**src/rtl/core/gput_pkg.sv**
```systemverilog
// ----------------------------------------------------------------------------
// gput_pkg
// Shared types and constants for the general purpose up-counting timer.
// ----------------------------------------------------------------------------
package gput_pkg;

    localparam int DATA_W = 16;

    // Register bit positions
    localparam int CR_COUNT_EN_POS = 0;
    localparam int CR_PRELOAD_POS  = 7;
    localparam int IE_UPDATE_POS   = 0;
    localparam int SR_UPDATE_POS   = 0;
    localparam int EG_UPDATE_POS   = 0;

    typedef enum logic [1:0] {
        CMD_TICK  = 2'd0,
        CMD_WRITE = 2'd1,
        CMD_READ  = 2'd2
    } cmd_t;

    typedef enum logic [2:0] {
        REG_CTRL   = 3'd0,
        REG_IRQ_EN = 3'd1,
        REG_STATUS = 3'd2,
        REG_EGR    = 3'd3,
        REG_COUNT  = 3'd4,
        REG_PRESC  = 3'd5,
        REG_RELOAD = 3'd6
    } reg_sel_t;

    // One accepted bus item as it travels from the input register to the core
    typedef struct packed {
        logic              step;
        logic [1:0]        command;
        logic [2:0]        reg_select;
        logic [DATA_W-1:0] write_data;
    } item_t;

    typedef struct packed {
        logic [DATA_W-1:0] read_data;
        logic              update_flag;
        logic              irq;
    } result_t;

endpackage

```
**src/rtl/core/gput_in_if.sv**
```systemverilog
// ----------------------------------------------------------------------------
// gput_in_if
// Request channel of the timer: command, register select and write data.
// ----------------------------------------------------------------------------
interface gput_in_if;
    logic        valid;
    logic        ready;
    logic [1:0]  command;
    logic [2:0]  reg_select;
    logic [15:0] write_data;

    modport source (output valid, output command, output reg_select,
                    output write_data, input ready);
    modport sink   (input valid, input command, input reg_select,
                    input write_data, output ready);
endinterface

```
**src/rtl/core/gput_out_if.sv**
```systemverilog
// ----------------------------------------------------------------------------
// gput_out_if
// Response channel of the timer: read data, update flag and interrupt.
// ----------------------------------------------------------------------------
interface gput_out_if;
    logic        valid;
    logic        ready;
    logic [15:0] read_data;
    logic        update_flag;
    logic        irq;

    modport source (output valid, output read_data, output update_flag,
                    output irq, input ready);
    modport sink   (input valid, input read_data, input update_flag,
                    input irq, output ready);
endinterface

```
**src/rtl/core/gput_core.sv**
```systemverilog
// ----------------------------------------------------------------------------
// gput_core
// Timer register file, prescaler and counter. Applies one item per step and
// presents the result for the same item combinationally.
// ----------------------------------------------------------------------------
module gput_core #(
    parameter int COUNT_WIDTH = 16
) (
    input  logic             clk,
    input  logic             rst_n,
    input  gput_pkg::item_t  item,
    output gput_pkg::result_t result
);
    import gput_pkg::*;

    logic                   cen_reg, cen_next;
    logic                   arpe_reg, arpe_next;
    logic                   uie_reg, uie_next;
    logic                   uif_reg, uif_next;
    logic [COUNT_WIDTH-1:0] cnt_reg, cnt_next;
    logic [COUNT_WIDTH-1:0] psc_cnt_reg, psc_cnt_next;
    logic [COUNT_WIDTH-1:0] psc_wr_reg, psc_wr_next;
    logic [COUNT_WIDTH-1:0] psc_act_reg, psc_act_next;
    logic [COUNT_WIDTH-1:0] arr_wr_reg, arr_wr_next;
    logic [COUNT_WIDTH-1:0] arr_act_reg, arr_act_next;

    logic [COUNT_WIDTH-1:0] wdata;
    logic                   is_write;
    logic                   psc_wrap;
    logic                   cnt_hit;
    logic                   upd_evt;
    logic [DATA_W-1:0]      rdata;

    assign wdata    = COUNT_WIDTH'(item.write_data);
    assign is_write = item.step && (item.command == CMD_WRITE);
    assign psc_wrap = psc_cnt_reg >= psc_act_reg;
    assign cnt_hit  = cnt_reg == arr_act_reg;

    // Update event comes from a counter wrap at the reload value or a UG write.
    always_comb
    begin
        upd_evt = 1'b0;
        if (item.step && item.command == CMD_TICK && cen_reg && psc_wrap && cnt_hit)
        begin
            upd_evt = 1'b1;
        end
        if (is_write && item.reg_select == REG_EGR && item.write_data[EG_UPDATE_POS])
        begin
            upd_evt = 1'b1;
        end
    end

    always_comb
    begin
        cen_next     = cen_reg;
        arpe_next    = arpe_reg;
        uie_next     = uie_reg;
        uif_next     = uif_reg;
        cnt_next     = cnt_reg;
        psc_cnt_next = psc_cnt_reg;
        psc_wr_next  = psc_wr_reg;
        psc_act_next = psc_act_reg;
        arr_wr_next  = arr_wr_reg;
        arr_act_next = arr_act_reg;

        if (item.step && item.command == CMD_TICK && cen_reg)
        begin
            if (psc_wrap)
            begin
                psc_cnt_next = '0;
                cnt_next     = cnt_reg + COUNT_WIDTH'(1);
            end
            else
            begin
                psc_cnt_next = psc_cnt_reg + COUNT_WIDTH'(1);
            end
        end

        if (is_write)
        begin
            unique case (item.reg_select)
                REG_CTRL:
                begin
                    cen_next  = item.write_data[CR_COUNT_EN_POS];
                    arpe_next = item.write_data[CR_PRELOAD_POS];
                end
                REG_IRQ_EN: uie_next = item.write_data[IE_UPDATE_POS];
                REG_STATUS:
                begin
                    if (!item.write_data[SR_UPDATE_POS])
                    begin
                        uif_next = 1'b0;
                    end
                end
                REG_COUNT:  cnt_next = wdata;
                REG_PRESC:  psc_wr_next = wdata;
                REG_RELOAD:
                begin
                    arr_wr_next = wdata;
                    if (!arpe_reg)
                    begin
                        arr_act_next = wdata;
                    end
                end
                default: ;
            endcase
        end

        if (upd_evt)
        begin
            cnt_next     = '0;
            psc_cnt_next = '0;
            psc_act_next = psc_wr_reg;
            arr_act_next = arr_wr_reg;
            uif_next     = 1'b1;
        end
    end

    always_comb
    begin
        case (item.reg_select)
            REG_CTRL:
            begin
                rdata                  = '0;
                rdata[CR_COUNT_EN_POS] = cen_reg;
                rdata[CR_PRELOAD_POS]  = arpe_reg;
            end
            REG_IRQ_EN: rdata = DATA_W'(uie_reg);
            REG_STATUS: rdata = DATA_W'(uif_reg);
            REG_COUNT:  rdata = DATA_W'(cnt_reg);
            REG_PRESC:  rdata = DATA_W'(psc_wr_reg);
            REG_RELOAD: rdata = DATA_W'(arr_wr_reg);
            default:    rdata = '0;
        endcase
    end

    assign result.read_data   = (item.command == CMD_READ) ? rdata : '0;
    assign result.update_flag = uif_next;
    assign result.irq         = uif_next && uie_next;

    always_ff @(posedge clk or negedge rst_n)
    begin
        if (!rst_n)
        begin
            cen_reg     <= 1'b0;
            arpe_reg    <= 1'b0;
            uie_reg     <= 1'b0;
            uif_reg     <= 1'b0;
            cnt_reg     <= '0;
            psc_cnt_reg <= '0;
            psc_wr_reg  <= '0;
            psc_act_reg <= '0;
            arr_wr_reg  <= '1;
            arr_act_reg <= '1;
        end
        else if (item.step)
        begin
            cen_reg     <= cen_next;
            arpe_reg    <= arpe_next;
            uie_reg     <= uie_next;
            uif_reg     <= uif_next;
            cnt_reg     <= cnt_next;
            psc_cnt_reg <= psc_cnt_next;
            psc_wr_reg  <= psc_wr_next;
            psc_act_reg <= psc_act_next;
            arr_wr_reg  <= arr_wr_next;
            arr_act_reg <= arr_act_next;
        end
    end

endmodule

```
**src/rtl/core/general_purpose_up_timer_top.sv**
```systemverilog
// ----------------------------------------------------------------------------
// general_purpose_up_timer_top
// Up-counting timer with prescaler, auto-reload and update interrupt.
//
//   Port   Direction  Carries
//   req    sink       command, reg_select, write_data
//   rsp    source     read_data, update_flag, irq
//
// An item is taken into the input register, applied to the timer state as it
// leaves the input register, and its result is held in the output register;
// one item per cycle is sustained while rsp is not stalled. The single update
// per item (prescaler compare and counter increment) sets the cycle time.
// Reset clears the other timer registers; reload values reset to all ones.
// While rsp is stalled both registers fill and req.ready drops.
// ----------------------------------------------------------------------------
module general_purpose_up_timer_top #(
    parameter int COUNT_WIDTH = 16
) (
    input  logic      clk,
    input  logic      rst_n,
    gput_in_if.sink   req,
    gput_out_if.source rsp
);
    import gput_pkg::*;

    logic    in_valid_reg, in_valid_next;
    item_t   in_item_reg;
    logic    out_valid_reg, out_valid_next;
    result_t out_res_reg;
    logic    in_xfer;
    logic    advance;
    item_t   core_item;
    result_t core_res;

    assign advance   = in_valid_reg && (!out_valid_reg || rsp.ready);
    assign req.ready = !in_valid_reg || advance;
    assign in_xfer   = req.valid && req.ready;

    assign in_valid_next  = in_xfer || (in_valid_reg && !advance);
    assign out_valid_next = advance || (out_valid_reg && !rsp.ready);

    always_comb
    begin
        core_item      = in_item_reg;
        core_item.step = advance;
    end

    gput_core #(
        .COUNT_WIDTH(COUNT_WIDTH)
    ) u_core (
        .clk   (clk),
        .rst_n (rst_n),
        .item  (core_item),
        .result(core_res)
    );

    always_ff @(posedge clk or negedge rst_n)
    begin
        if (!rst_n)
        begin
            in_valid_reg  <= 1'b0;
            out_valid_reg <= 1'b0;
        end
        else
        begin
            in_valid_reg  <= in_valid_next;
            out_valid_reg <= out_valid_next;
        end
    end

    always_ff @(posedge clk)
    begin
        if (in_xfer)
        begin
            in_item_reg.step       <= 1'b1;
            in_item_reg.command    <= req.command;
            in_item_reg.reg_select <= req.reg_select;
            in_item_reg.write_data <= req.write_data;
        end
        if (advance)
        begin
            out_res_reg <= core_res;
        end
    end

    assign rsp.valid       = out_valid_reg;
    assign rsp.read_data   = out_res_reg.read_data;
    assign rsp.update_flag = out_res_reg.update_flag;
    assign rsp.irq         = out_res_reg.irq;

endmodule

```
**src/flat_wrapper.sv**
```systemverilog
// flat-port wrapper written by rule: the top's interface ports become plain ports
module general_purpose_up_timer_top_flat import gput_pkg::*;
#(
    parameter int COUNT_WIDTH = 16
)
  (clk, rst_n, req_valid, req_command, req_reg_select, req_write_data, req_ready, rsp_valid, rsp_read_data, rsp_update_flag, rsp_irq, rsp_ready);
  gput_in_if req_i ();
  gput_out_if rsp_i ();
  input  logic clk;
  input  logic rst_n;
  input wire logic [$bits(req_i.valid)-1:0] req_valid;
  input wire logic [$bits(req_i.command)-1:0] req_command;
  input wire logic [$bits(req_i.reg_select)-1:0] req_reg_select;
  input wire logic [$bits(req_i.write_data)-1:0] req_write_data;
  output wire logic [$bits(req_i.ready)-1:0] req_ready;
  output wire logic [$bits(rsp_i.valid)-1:0] rsp_valid;
  output wire logic [$bits(rsp_i.read_data)-1:0] rsp_read_data;
  output wire logic [$bits(rsp_i.update_flag)-1:0] rsp_update_flag;
  output wire logic [$bits(rsp_i.irq)-1:0] rsp_irq;
  input wire logic [$bits(rsp_i.ready)-1:0] rsp_ready;
  assign req_i.valid = req_valid;
  assign req_i.command = req_command;
  assign req_i.reg_select = req_reg_select;
  assign req_i.write_data = req_write_data;
  assign req_ready = req_i.ready;
  assign rsp_valid = rsp_i.valid;
  assign rsp_read_data = rsp_i.read_data;
  assign rsp_update_flag = rsp_i.update_flag;
  assign rsp_irq = rsp_i.irq;
  assign rsp_i.ready = rsp_ready;
  general_purpose_up_timer_top #(.COUNT_WIDTH(COUNT_WIDTH)) u_core (.clk(clk), .rst_n(rst_n), .req(req_i), .rsp(rsp_i));
endmodule
```
**config.mk**
```make
export PLATFORM = sky130hd
export DESIGN_NAME = general_purpose_up_timer_top_flat
export DESIGN_NICKNAME = d
export VERILOG_FILES = /design/src/rtl/core/gput_pkg.sv /design/src/rtl/core/gput_in_if.sv /design/src/rtl/core/gput_out_if.sv /design/src/rtl/core/gput_core.sv /design/src/rtl/core/general_purpose_up_timer_top.sv /design/src/flat_wrapper.sv
export SDC_FILE = /design/constraint.sdc
export NUM_CORES = 1
export LEC_CHECK = 0
export BUFFER_PORTS_ARGS = -buffer_cell sky130_fd_sc_hd__buf_4
export CAP_MARGIN = 0
export CORE_MARGIN = 2
export CORE_UTILIZATION = 55
export DETAILED_ROUTE_END_ITERATION = 6
export PLACE_DENSITY = 0.79
export SETUP_SLACK_MARGIN = 0.15
export SLEW_MARGIN = 20
export SYNTH_ARGS = -nofsm -noshare
export SYNTH_HDL_FRONTEND = slang
export SYNTH_HIERARCHICAL = 1
export SYNTH_SLANG_ARGS = --single-unit
```
**constraint.sdc**
```tcl
create_clock -name clk -period 3 [get_ports clk]
set_input_delay 0.45 -clock clk [delete_from_list [all_inputs] [get_ports clk]]
set_output_delay 0.45 -clock clk [all_outputs]
set_load 0.05 [all_outputs]
```
==> results.sh <==
export IMPL_status="complete, no violations"
export IMPL_regArea_um2=3766
export IMPL_wl_per_cell_um=19.59
export IMPL_grtUsageTotal=0.2687
export IMPL_final_cell_mix="buf_4, dfrtp_1, a21oi_1, nor2_1, mux2_2"
export IMPL_fp_dieH_um=117.1
export IMPL_crit_path_start_kind="flop"
export IMPL_cts_buffer_depth=2
export IMPL_postSynth_asyncResetShare=0.7234
export IMPL_ys_types=60
export IMPL_worst_pin_slew_ps=582.8
export IMPL_largest_reg_flops=21
export IMPL_slew_viol_final=0
export IMPL_power_density_nw_per_um2=704.4
export IMPL_drive_gt1_frac=0.3216
export IMPL_path_cells="ha_4 -> nand4_1 -> or4_1 -> o32a_1 -> a21o_1 -> buf_6 -> or4_1 -> a31oi_1"
export IMPL_fin_crit_sh=0.9433
export IMPL_worst_setup_path_type="reg2reg"
export IMPL_diodes=0
export IMPL_antenna_found_initial=0
export IMPL_crit_arrival_ps=3170
export IMPL_area_delta_synth_final_pct=20.89
export IMPL_synth_seq_cells=141
export IMPL_num_rows=41
export IMPL_avgSynthCellArea_um2=11.23
export IMPL_crit_path_end_kind="flop"
export IMPL_cpMostUsedCell="or4_1"
export IMPL_cts_tree="done"
export IMPL_finalSetupTns_ps=0
export IMPL_num_vias=5346
export IMPL_drt_pass1_iter_count=7
export IMPL_clock_latency_ps=430
export IMPL_max_freq_ghz=0.3534
export IMPL_placedCellCount=837
export IMPL_rsz0062_at_grt="yes"
export IMPL_io_buffers=44
export IMPL_multiInputGateArea_um2=3171
export IMPL_core_um2=12570
export IMPL_netlist_instances=627
export IMPL_vias_per_cell=6.068
export IMPL_syn_num_nets=670
export IMPL_synth_edf_count=39
export IMPL_clock_skew_ps=10.14
export IMPL_htreeDepth=4
export IMPL_met2_length_um=8642
export IMPL_fin_crit_ps=2830
export IMPL_stdcell_count=881
export IMPL_p_leak_nw=3.576
export IMPL_synthTopCellsByArea="dfrtp_1, edfxtp_1, dfstp_2"
export IMPL_required_ps=3350
export IMPL_synth_main_ff_cell="dfrtp_1"
export IMPL_yosysTopAreaCellShare=0.2488
export IMPL_pin_count=45
export IMPL_max_stage_delay_ps=510
export IMPL_cts_root_buf="clkbuf_16"
export IMPL_cts_sinks=141
export IMPL_dieArea_um2=13720
export IMPL_clk_pin_slew_worst_paths_ps=60
export IMPL_ant_nets=0
export IMPL_setup_viol_count_final=0
export IMPL_final_common_cell="buf_4"
export IMPL_nets=739
export IMPL_route_detailed_drc=0
export IMPL_hp_class="in2async"
export IMPL_maxCapViolations=0
export IMPL_cp_slowest_cell="or4_1"
export IMPL_relSlewSlack=0.6105
export IMPL_dp_hpwl_um=11290
export IMPL_ir_drop_uv=538.2
export IMPL_synth_area_um2=7039
export IMPL_top_layer_used="met4"
export IMPL_m1WireLength_um=7039
export IMPL_first_iter_violations=549
export IMPL_overflow=0
export IMPL_yosysSeqAreaShare=0.5347
export IMPL_routed_wl_um=17260
export IMPL_filler_cell_count=925
export IMPL_path_max_fanout=6
export IMPL_start_util=0.5601
export IMPL_route_met3_wl_um=1130
export IMPL_gp_congestion=0.9232
export IMPL_numCtsBuffers=17
export IMPL_grt_max_degree=103
export IMPL_yosys_warnings=6
export IMPL_grt_pass1_vias=5297
export IMPL_cts_hold_buf=0
export IMPL_hold_violations=0
export IMPL_yosys_area_top_type="dfrtp_1"
export IMPL_grt_pass1_wl_um=27620
export IMPL_chipWidth_um=117.1
==> metrics by stage <==
step                setup slack [ps]  power, mW  utilization  cell area (um2)  hold WS [ps]
finish                         170.2      5.994       0.6771             8509         70.49
global placement               140.1      3.735       0.6129             7704         490.1
global route                   73.31      6.264       0.6771             8509         121.6
floorplan                      186.8      3.386            -             7048         154.4
CTS                            125.8      5.961       0.6726             8453         106.5
detailed placement             21.56      3.794       0.6129             7704         496.1
==> final timing paths <==
check	from	endpoint	slack [ps]	cells past startpoint
hold / removal	rst_n	u_core/u_core/psc_cnt_reg[1]	70	2
min in group clk	req_write_data[10]	u_core/core_item[10]	190	1
setup / recovery	u_core/u_core/psc_cnt_reg[11]	u_core/u_core/cnt_reg[5]	170	8
hold reg to reg	u_core/u_core/psc_act_reg[4]	u_core/u_core/psc_act_reg[4]	510	1
setup reg to reg	u_core/u_core/psc_cnt_reg[11]	u_core/u_core/cnt_reg[5]	170	8
max in group asynchronous	rst_n	u_core/u_core/arr_act_reg[4]	2490	2
==> what timing repair did <==
action                     in CTS  in global routing
gates cloned                    0                  0
setup buffers                  11                  1
pin swaps                      12                  7
setup endpoints to repair      53                 52
resized for setup              12                 13
==> power by group <==
| group | switching, mW | internal, mW | total, mW |
|---|---|---|---|
| Clock | 0.873 | 1.26 | 2.13 |
| Combinational | 0.654 | 0.502 | 1.16 |
| Sequential | 0.342 | 2.36 | 2.70 |
| Total | 1.87 | 4.13 | 5.99 |
==> layer usage <==
metal | vias to the layer above | track usage
met5 | - | 0
met4 | 0 | 0.09882
met3 | 42 | 0.07003
met2 | 211 | 0.4362
met1 | 2666 | 0.3503
li1 | 2427 | -
==> worst max-delay path: cells and delay by family, from the launching register on <==
family | cells | cell delay, ps
AO/OA/AOI/OAI | 3 | 800
adder cells (fa/ha/maj) | 1 | 290
buffers and inverters | 1 | 150
flip-flops | 1 | 420
AND/OR/NAND/NOR | 3 | 1080
==> cells in the mapped netlist (7+ instances only) <==
| cell type | number |
|---|---|
| nand3_1 | 15 |
| clkbuf_1 | 20 |
| dfrtp_1 | 70 |
| xor2_1 | 16 |
| inv_1 | 25 |
| a21oi_1 | 60 |
| edfxtp_1 | 39 |
| mux2_2 | 52 |
| nand4_1 | 7 |
| ha_1 | 18 |
| buf_2 | 7 |
| mux2i_1 | 36 |
| o21ai_0 | 25 |
| nor2_1 | 58 |
| nand2_1 | 36 |
| dfstp_2 | 32 |
==> kinds of logic after synthesis <==
kind of cell               Yosys count  share of synthesized area
and+or+nand+nor                    170                     0.1210
adders and majority gates           18                    0.03199
xor gates and xnor gates            18                    0.02240
buffers and inverters               58                    0.03271
AOI/OAI and AO/OA                  133                     0.1196
muxes                               89                     0.1376
DFF                                141                     0.5347
==> final cells by class <==
class                   count  share of cell area
flip-flops and latches    141              0.4426
well taps                 172             0.02529
clock inverters            14             0.01838
inverters                  25             0.01103
multi-input cells         428              0.3726
clock buffers              18             0.05161
repair buffers             83             0.07852
(Power assumes the default switching activity.)
